### src/sv/assert_macros.svh
// Assertion macros for the RTL of the deframer.
// Standalone header; needs no package.
`ifndef ASSERT_MACROS_SVH
`define ASSERT_MACROS_SVH

// Same-cycle implication, checked on the rising edge outside reset.
`define ASSERT_IMPLY(label, clk, rst_n, ante, cons, msg) \
	label: assert property (@(posedge clk) disable iff (!(rst_n)) (ante) |-> (cons)) \
		else $error(msg);

// Next-cycle implication, checked on the rising edge outside reset.
`define ASSERT_NEXT(label, clk, rst_n, ante, cons, msg) \
	label: assert property (@(posedge clk) disable iff (!(rst_n)) (ante) |=> (cons)) \
		else $error(msg);

`endif

### src/sv/tvd_pkg.sv
// Package for the TLV deframer with variable-length length field.
// Holds phase, role and error codes, defaults and the result word type.
// No dependencies.
package tvd_pkg;

	localparam int DEF_LENGTH_WIDTH     = 32;
	localparam int DEF_MAX_LENGTH_BYTES = 5;

	localparam int PAYLOAD_LENGTH_W = 32;

	localparam logic [1:0] PH_CMD  = 2'd0;
	localparam logic [1:0] PH_LEN  = 2'd1;
	localparam logic [1:0] PH_PAY  = 2'd2;
	localparam logic [1:0] PH_SKIP = 2'd3;

	localparam logic [1:0] ROLE_COMMAND = 2'd0;
	localparam logic [1:0] ROLE_LENGTH  = 2'd1;
	localparam logic [1:0] ROLE_PAYLOAD = 2'd2;
	localparam logic [1:0] ROLE_SKIP    = 2'd3;

	localparam logic [1:0] ERR_NONE      = 2'd0;
	localparam logic [1:0] ERR_LEN_TRUNC = 2'd1;
	localparam logic [1:0] ERR_PAY_TRUNC = 2'd2;
	localparam logic [1:0] ERR_LEN_LONG  = 2'd3;

	typedef struct packed {
		logic [1:0]                  role;
		logic [7:0]                  command;
		logic [PAYLOAD_LENGTH_W-1:0] payload_length;
		logic [7:0]                  payload_byte;
		logic                        packet_done;
		logic [1:0]                  error_code;
	} result_t;

endpackage

### src/sv/tvd_core.sv
// Per-byte parser state and result logic of the deframer.
// Depends on tvd_pkg; state advances only when the top level moves a word on.
module tvd_core import tvd_pkg::*; #(
	parameter int LENGTH_WIDTH     = DEF_LENGTH_WIDTH,
	parameter int MAX_LENGTH_BYTES = DEF_MAX_LENGTH_BYTES
) (
	input  logic       clk,
	input  logic       arst_n,
	input  logic       advance,
	input  logic [7:0] data_byte,
	input  logic       buffer_last,
	output result_t    result
);

	localparam int CW = $clog2(MAX_LENGTH_BYTES + 1);
	localparam logic [CW-1:0] LAST_GROUP = CW'(MAX_LENGTH_BYTES - 1);

	logic [1:0]              phase_q, phase_d;
	logic [7:0]              command_q, command_d;
	logic [LENGTH_WIDTH-1:0] acc_q, acc_d;
	logic [LENGTH_WIDTH-1:0] remaining_q, remaining_d;
	logic [CW-1:0]           groups_q, groups_d;

	logic [LENGTH_WIDTH-1:0] acc_shift;
	logic [LENGTH_WIDTH-1:0] rem_dec;
	logic [1:0]              role;
	logic [7:0]              pbyte;
	logic                    done;
	logic [1:0]              err;
	logic [PAYLOAD_LENGTH_W-1:0] len_out;

	assign acc_shift = {acc_q[LENGTH_WIDTH-8:0], data_byte[6:0]};
	assign rem_dec   = remaining_q - LENGTH_WIDTH'(1);

	always_comb begin
		phase_d     = phase_q;
		command_d   = command_q;
		acc_d       = acc_q;
		remaining_d = remaining_q;
		groups_d    = groups_q;
		role        = ROLE_SKIP;
		pbyte       = 8'd0;
		done        = 1'b0;
		err         = ERR_NONE;
		unique case (phase_q)
			PH_CMD: begin
				role        = ROLE_COMMAND;
				command_d   = data_byte;
				acc_d       = '0;
				remaining_d = '0;
				groups_d    = '0;
				if (buffer_last) begin
					err = ERR_LEN_TRUNC;
				end else begin
					phase_d = PH_LEN;
				end
			end
			PH_LEN: begin
				role     = ROLE_LENGTH;
				groups_d = groups_q + CW'(1);
				acc_d    = acc_shift;
				if (data_byte[7]) begin
					if (groups_q >= LAST_GROUP) begin
						err = ERR_LEN_LONG;
					end else if (buffer_last) begin
						err = ERR_LEN_TRUNC;
					end
				end else begin
					remaining_d = acc_shift;
					if (acc_shift == '0) begin
						done    = 1'b1;
						phase_d = PH_CMD;
					end else if (buffer_last) begin
						err = ERR_PAY_TRUNC;
					end else begin
						phase_d = PH_PAY;
					end
				end
			end
			PH_PAY: begin
				role        = ROLE_PAYLOAD;
				pbyte       = data_byte;
				remaining_d = rem_dec;
				if (rem_dec == '0) begin
					done    = 1'b1;
					phase_d = PH_CMD;
				end else if (buffer_last) begin
					err = ERR_PAY_TRUNC;
				end
			end
			PH_SKIP: begin
				role = ROLE_SKIP;
			end
		endcase
		if (err != ERR_NONE) begin
			phase_d = PH_SKIP;
		end
		if (buffer_last) begin
			phase_d = PH_CMD;
		end
	end

	for (genvar i = 0; i < PAYLOAD_LENGTH_W; i++) begin : g_len
		if (i < LENGTH_WIDTH) begin : g_bit
			assign len_out[i] = acc_d[i];
		end else begin : g_zero
			assign len_out[i] = 1'b0;
		end
	end

	assign result = '{
		role:           role,
		command:        command_d,
		payload_length: len_out,
		payload_byte:   pbyte,
		packet_done:    done,
		error_code:     err
	};

	always_ff @(posedge clk or negedge arst_n) begin
		if (!arst_n) begin
			phase_q     <= PH_CMD;
			command_q   <= '0;
			acc_q       <= '0;
			remaining_q <= '0;
			groups_q    <= '0;
		end else if (advance) begin
			phase_q     <= phase_d;
			command_q   <= command_d;
			acc_q       <= acc_d;
			remaining_q <= remaining_d;
			groups_q    <= groups_d;
		end
	end

endmodule

### src/sv/tlv_vlq_deframer_top.sv
// Top level of the TLV deframer with variable-length length field.
// Depends on tvd_pkg, tvd_core and assert_macros.svh.
//
// The input channel takes one word per accepted transfer: a buffer byte and
// a flag that marks the last byte of the buffer. The output channel gives
// exactly one result word per input word, in order: the role of the byte,
// the packet command, the decoded length, the payload byte, a packet
// completion flag and an error code.
// A word accepted sits in the input register and is then parsed into the
// result register, which drives the output. One word is accepted every
// cycle while the receiver does not stall the output.
// Reset empties both registers and returns the parser to expecting a command
// byte. While the receiver stalls, the result register holds; the input
// register still takes one further word, after which the input is stalled.
module tlv_vlq_deframer_top import tvd_pkg::*; #(
	parameter int LENGTH_WIDTH     = DEF_LENGTH_WIDTH,
	parameter int MAX_LENGTH_BYTES = DEF_MAX_LENGTH_BYTES
) (
	input  logic        clk,
	input  logic        arst_n,
	input  logic        in_valid,
	output logic        in_stall,
	input  logic [7:0]  data_byte,
	input  logic        buffer_last,
	output logic        out_valid,
	input  logic        out_stall,
	output logic [1:0]  role,
	output logic [7:0]  command,
	output logic [31:0] payload_length,
	output logic [7:0]  payload_byte,
	output logic        packet_done,
	output logic [1:0]  error_code
);

	`include "assert_macros.svh"

	logic       valid_s1;
	logic [7:0] byte_s1;
	logic       last_s1;
	logic       valid_s2;
	result_t    res_s2;
	result_t    result;
	logic       blocked_s2;
	logic       advance;

	assign blocked_s2 = valid_s2 && out_stall;
	assign advance    = valid_s1 && !blocked_s2;
	assign in_stall   = valid_s1 && blocked_s2;

	tvd_core #(
		.LENGTH_WIDTH     (LENGTH_WIDTH),
		.MAX_LENGTH_BYTES (MAX_LENGTH_BYTES)
	) u_core (
		.clk         (clk),
		.arst_n      (arst_n),
		.advance     (advance),
		.data_byte   (byte_s1),
		.buffer_last (last_s1),
		.result      (result)
	);

	always_ff @(posedge clk or negedge arst_n) begin
		if (!arst_n) begin
			valid_s1 <= 1'b0;
			valid_s2 <= 1'b0;
		end else begin
			if (!in_stall) begin
				valid_s1 <= in_valid;
			end
			if (!blocked_s2) begin
				valid_s2 <= valid_s1;
			end
		end
	end

	always_ff @(posedge clk) begin
		if (in_valid && !in_stall) begin
			byte_s1 <= data_byte;
			last_s1 <= buffer_last;
		end
		if (advance) begin
			res_s2 <= result;
		end
	end

	assign out_valid      = valid_s2;
	assign role           = res_s2.role;
	assign command        = res_s2.command;
	assign payload_length = res_s2.payload_length;
	assign payload_byte   = res_s2.payload_byte;
	assign packet_done    = res_s2.packet_done;
	assign error_code     = res_s2.error_code;

	`ASSERT_IMPLY(a_skip_quiet, clk, arst_n, out_valid && role == ROLE_SKIP,
		error_code == ERR_NONE && !packet_done && payload_byte == 8'd0,
		"skipped word carries data")
	`ASSERT_IMPLY(a_done_clean, clk, arst_n, out_valid && packet_done,
		error_code == ERR_NONE, "packet completed with an error")
	`ASSERT_IMPLY(a_long_on_len, clk, arst_n, out_valid && error_code == ERR_LEN_LONG,
		role == ROLE_LENGTH, "length overrun flagged outside the length field")
	`ASSERT_NEXT(a_stall_hold, clk, arst_n, valid_s1 && blocked_s2,
		valid_s1 && $stable(byte_s1) && $stable(last_s1),
		"input register lost a word while stalled")

endmodule
### config.mk
export PLATFORM = sky130hd
export DESIGN_NAME = tlv_vlq_deframer_top
export DESIGN_NICKNAME = d
export VERILOG_FILES = /design/src/sv/tvd_pkg.sv /design/src/sv/tvd_core.sv /design/src/sv/tlv_vlq_deframer_top.sv
export VERILOG_INCLUDE_DIRS = /design/src /design/src/sv
export SDC_FILE = /design/constraint.sdc
export NUM_CORES = 1
export LEC_CHECK = 0
export BUFFER_PORTS_ARGS = -buffer_cell sky130_fd_sc_hd__buf_2
export CORE_MARGIN = 2
export CORE_UTILIZATION = 53
export DETAILED_ROUTE_END_ITERATION = 12
export PLACE_DENSITY = 0.78
export SYNTH_ARGS = -nofsm -noshare
export SYNTH_HDL_FRONTEND = slang
export SYNTH_HIERARCHICAL = 1
export SYNTH_SLANG_ARGS = --single-unit
export TNS_END_PERCENT = 50
### constraint.sdc
create_clock -name clk -period 5.94 [get_ports clk]
set_input_delay 0.891 -clock clk [delete_from_list [all_inputs] [get_ports clk]]
set_output_delay 0.891 -clock clk [all_outputs]
set_load 0.01 [all_outputs]
## After elaboration in Yosys (flattened, before gate mapping)

Cells that the tools add are included.

| operators by class | value |
|---|---|
| add/subtract/negate cells | 2 |
| magnitude comparators | 1 |
| eq/ne operators | 6 |
| mux-type cells | 23 |
| reduce and logical (&&, ||, !) cells | 16 |

Operators by type and width:

| operator | number |
|---|---|
| $pmux 32 s3 | 1 |
| $logic_not 32->1 | 2 |
| $pmux 32 s2 | 1 |
| $mux 32 | 1 |
| $sub 32x1->32 const B | 1 |
| $mux 2 | 10 |
| $pmux 2 s3 | 2 |
| $mux 8 | 1 |
| $pmux 2 s4 | 1 |
| $pmux 3 s2 | 1 |
| $reduce_bool 5->1 | 1 |
| $eq 2x2->1 const B | 2 |
| $logic_and 1x1->1 | 4 |
| $mux 1 | 4 |
| $ne 4x2->1 const B | 1 |
| $ne 4x3->1 const B | 1 |
| $reduce_and 4->1 | 1 |
| $reduce_bool 2->1 | 2 |
| $add 3x1->3 const B | 1 |
| $ge 3x3->1 const B | 1 |
| $reduce_and 3->1 | 1 |
| $reduce_bool 3->1 | 1 |
| $eq 2x1->1 const B | 1 |
| $logic_not 1->1 | 2 |
| other kinds (4) | 4 |

| storage, ports and cells | value |
|---|---|
| register bits after elaboration | 141 |
| input bits | 13 |
| output and inout port bits | 55 |
| word-level logic and storage cells | 63 |

## Logic depth before layout (Yosys ltp)

| depth | value |
|---|---|
| word-level depth | 7 |
| gate-level depth with buffers | 11 |
| mapped depth without buffers | 9 |

## By module

Netlist, hierarchy kept.

By module, submodules not included:

| module | instances | cells each | area each (um2) | sequential area each (um2) |
|---|---|---|---|---|
| tvd_core | 1 | 518 | 4,739.5 | 1,926.8 |
| tlv_vlq_deframer_top | 1 | 70 | 1,954.4 | 1,911.8 |

## Least setup slack after synthesis

OpenSTA, ideal clock, no wires.

| timing | value |
|---|---|
| kind | input -> register |
| start | in out_stall |
| end | reg u_core.phase_q[0] |
| library setup time | 0.128 ns |
| arrival time | 6.022 ns |
| required time | 5.812 ns |
| setup slack | -0.210 ns |
| stages on the path | 8 |
| path buffers | 2 |
| cell sequence | a21boi_0 > clkbuf_1 > and2_1 > clkbuf_1 > nand2_1 > nor2_1 > a221oi_1 > a21boi_1 |

| between the ends | value |
|---|---|
| word-level cells in the longest chain between the ends | 4 |

Ends and longest elaborated chain:

| item | RTL line | text |
|---|---|---|
| start, declared | tlv_vlq_deframer_top.sv:26 | `input logic out_stall,` |
| $logic_and 1x1->1 | tlv_vlq_deframer_top.sv:46 | `assign blocked_s2 = valid_s2 && out_stall;` |
| $logic_not 1->1 | n/a |  |
| $logic_and 1x1->1 | tlv_vlq_deframer_top.sv:47 | `assign advance = valid_s1 && !blocked_s2;` |
| $reduce_and 4->1 (no line) | n/a |  |
| end signal, assigned | tvd_core.sv:128 | `phase_q <= phase_d;` |
| end, declared | tvd_core.sv:18 | `logic [1:0] phase_q, phase_d;` |

No other way between the ends.
A chain may end at the register's enable or synchronous reset.

## Final worst setup path

| timing | value |
|---|---|
| start | reg u_core.phase_q[0] |
| end | reg u_core.phase_q[0] |

| between the ends | value |
|---|---|
| word-level cells in the longest chain between the ends | 5 |
| elaborated cells on any way between the ends | 12 |
| classes of those cells | 4 x eq/ne; 4 x mux; 4 x reduce/logical |

Ends and longest elaborated chain:

| item | RTL line | text |
|---|---|---|
| $eq 2x2->1, or another cell as far along | tvd_core.sv:45 | `unique case (phase_q)` |
| $pmux 2 s3 | tvd_core.sv:45 |  |
| $reduce_bool 2->1 | tvd_core.sv:95 | `if (err != ERR_NONE) begin` |
| $ne 4x2->1 (no line), or another cell as far along | n/a |  |
| $reduce_and 4->1 (no line) / $mux 2 (equally long branches) | n/a |  |

Several ways; a longest one is shown, not always the timed one.

==> summary.md <==
| Metric | Value |
|---|---|
| CTS H-Tree Depth | `4` |
| Crit start category | `flop` |
| Kind of critical path | `flop to flop` |
| Cts bufs inserted | `17` |
| Clock Latency Late Sink | `0.42 ns` |
| Clk_skew | `0.00938 ns` |
| Setup TNS Final | `0 ns` |
| Clock slew at reported path FFs | `0.06 ns` |
| CP bufs+invs | `2` |
| Post-CTS Setup Bufs | `0` |
| Cells after Synth | `588` |
| Wire per inst | `20.2 um` |
| Syn avg cell area | `11.4 um^2` |
| Net Count, Synth | `609` |
| Post-DP HPWL | `10700 um` |
| Mux share of post-synthesis cell area | `3.50%` |
| # rows | `41` |
| Antenna viol nets, final | `0` |
| Leakage power | `0.00322 uW` |
| Worst Path Arrival | `4.53 ns` |
| Flop-to-flop setup slack | `1.75 ns` |
| Maximum vdd drop | `0.350 mV` |
| Slew at the pin with the worst max-slew slack | `1.26 ns` |
| Final Hold Fails | `0` |
| Synthesized area | `6690 um^2` |
| Starting DRC count in detailed routing | `682` |
| Max-slew headroom | `16.0%` |
| Required @ worst endpoint | `6.28 ns` |
| Post-CTS resize count | `0` |
| Hold Path Class | `flop to flop` |
| Total global-route track usage | `25.9%` |
| Num ports | `68` |
| Drt drc | `0` |
| Number of global-route vias before repair | `4874` |
| CTS tree | `done` |
| Simple-gate share of the synthesized area | `13.7%` |
| Initial antenna violation count | `0` |
| Max-Cap Viols | `0` |
| R2r worst-path depth | `10` |
| Worst r2r src | `u_core/phase_q[0]` |
| Critical Path Slowest Stage Cell | `nor2_2` |
| Fmax achieved | `239 MHz` |
| Antenna diodes | `0` |
| Die ar. | `13500 um^2` |
| Layout Nets | `661` |
| Number of hold buffers added after cts | `0` |
| Overflow after GRT | `0` |
| Status | `finished, final reports clean` |
| Clock sinks | `141` |
| Critical path peak fanout | `33` |
| Unique masters post-synth | `57` |
| Final min period | `4.19 ns` |
| Final setup violation count | `0` |
| Synth Area in Compound Gates | `19.9%` |
| Port Buffers | `67` |
| Via-to-Cell Ratio | `6.40` |
| CP Launch Point | `u_core/phase_q[0]` |
| RR Endpoint | `u_core/phase_q[0]` |
| Crit. path cell count | `10` |
| Cell area power density | `630 nW/um^2` |
| Initial Util | `53.7%` |
| Number of detailed-route iterations in the first pass | `5` |
| Fin. max-slew vios | `0` |
| Unrepaired setup endpoints after global routing | `false` |
| Asr flop ratio synth | `56.0%` |
| Root Driver | `clkbuf_16` |
| Post-Synth XOR/XNOR Area | `0.785%` |
| Global-route wire length before repair | `26400 um` |
| Die outline width | `116 um` |
| Largest stage delay, worst path | `1.05 ns` |
| Sequential share of the synthesized area | `57.3%` |
| Post-Synth Adder-Cell Area | `1.50%` |
| Number of synthesized flops with an enable pin | `62` |
| DRT Wirelength | `16700 um` |
| Synth Flop Type | `dfrtp_1` |
| Pin count of the biggest net entering global routing | `80` |
| CTS Buffer Depth | `2` |
| YS warnings | `6` |
| Power, Total | `4870 uW` |
| Part of the cycle the worst path needs | `70.5%` |
| Largest family of logic cells by synthesized area | `compound AO/OA/AOI/OAI gates` |
| Setup crit end | `u_core/phase_q[0]` |
| Worst setup EP type | `flop` |
| GP Congestion | `0.994` |
| Area of the core | `12500 um^2` |
| Seq cells post-synth | `141` |
| Routed via count | `5284` |
| Critical-path cell list | `inv_1 -> ha_1 -> nor2_2 -> a22oi_1 -> and2_1 -> buf_4 -> nand2_1 -> nor2_1 -> a221oi_1 -> a21boi_1` |
| Share of cells above drive strength 1 | `21.1%` |
| P&R area growth vs syn | `15.5%` |
| Top delay family on crit path | `simple AND/OR/NAND/NOR gates` |
| Overall die height | `116 um` |
==> routing by layer <==
layer  vias up  wire (um)  GRT usage, %
met1      2599       7140          37.5
met3        38       1470          6.85
met4         0        409          10.3
met2       299       7690          37.4
li1       2348          -             -
met5         -          0             0
==> layout by cell type, fill, tap and decap left out, types with 8 or more instances in the layout <==
master / Yosys / routed
clkbuf_16: 0 / 20
nor2_1: 41 / 40
inv_1: 14 / 14
mux2_2: 19 / 19
a32oi_1: 12 / 12
nor3_1: 20 / 20
nor4_1: 12 / 12
and2_1: 12 / 12
a22o_1: 64 / 64
buf_2: 5 / 66
nand3_1: 8 / 8
a21oi_1: 20 / 20
a22oi_1: 9 / 9
dfrtp_1: 79 / 79
nand2_1: 44 / 44
edfxtp_1: 62 / 62
o21ai_0: 51 / 51
==> cell type report <==
class / count / area (um^2)
clock buffer: 25 / 539
timing repair buffer: 72 / 375
multi-input combinational: 393 / 2660
clock inverter: 7 / 48.8
sequential: 141 / 3840
fill: 967 / 4740
inverter: 15 / 56.3
tap: 172 / 215
==> stage by stage <==
stage / utilization (%) / setup slack, ns / hold slack (ns) / instance area [um^2] / cells
floorplan: - / 1.27 / 0.467 / 6690 / 588
global placement: 57.3 / 2.17 / 0.485 / 7140 / 793
detailed placement: 57.3 / 1.88 / 0.492 / 7140 / 793
CTS: 62.0 / 1.85 / 0.505 / 7730 / 825
global route: 62.0 / 1.52 / 0.530 / 7730 / 825
finish: 62.0 / 1.75 / 0.506 / 7730 / 825
==> worst min path at each step <==
stage / startpoint / to / slack, ns / depth (start not counted)
after floorplan: valid_s1 / out_valid / 0.47 / 1
after global placement: u_core/acc_q[27] / u_core/acc_q[27] / 0.48 / 1
after detailed placement: u_core/acc_q[27] / u_core/acc_q[27] / 0.49 / 1
after CTS: u_core/command_q[4] / u_core/command_q[4] / 0.51 / 1
after global routing: u_core/command_q[3] / u_core/command_q[3] / 0.53 / 1
final: u_core/command_q[0] / u_core/command_q[0] / 0.51 / 1
==> power by group <==
part | switching, uW | internal (uW)
clock | 400 | 632
combinational | 1400 | 791
sequential | 321 | 1320
==> Yosys cell counts (4+ instances only) <==
cell type | instances | area share [%]
a21oi_1 | 20 | 1.5
a22o_1 | 64 | 8.4
a22oi_1 | 9 | 1.0
a31oi_1 | 7 | 0.65
a32oi_1 | 12 | 1.6
and2_1 | 12 | 1.1
buf_2 | 5 | 0.37
clkbuf_1 | 29 | 1.6
dfrtp_1 | 79 | 30
edfxtp_1 | 62 | 28
ha_1 | 8 | 1.5
inv_1 | 14 | 0.79
mux2_2 | 19 | 3.2
nand2_1 | 44 | 2.5
nand3_1 | 8 | 0.60
nand4_1 | 7 | 0.65
nor2_1 | 41 | 2.3
nor3_1 | 20 | 1.5
nor4_1 | 12 | 1.1
o21ai_0 | 51 | 3.8
xor2_1 | 4 | 0.52
==> cell families after synthesis <==
logic type / count (synthesis)
AO/OA/AOI/OAI: 187
AND/OR/NAND/NOR: 171
flip-flops: 141
buffers and inverters: 54
multiplexers: 21
adder cells (fa/ha/maj): 8
XOR/XNOR: 6
==> flip-flops by register name, summed over array words and instances, names as in the netlist, 2 cells and up <==
signal	cells
command	8
byte_s1	8
u_core/acc_q	32
u_core/remaining_q	32
u_core/groups_q	3
payload_length	32
role	2
u_core/phase_q	2
u_core/command_q	8
payload_byte	8
error_code	2
Power figures use the tool's default switching activity.
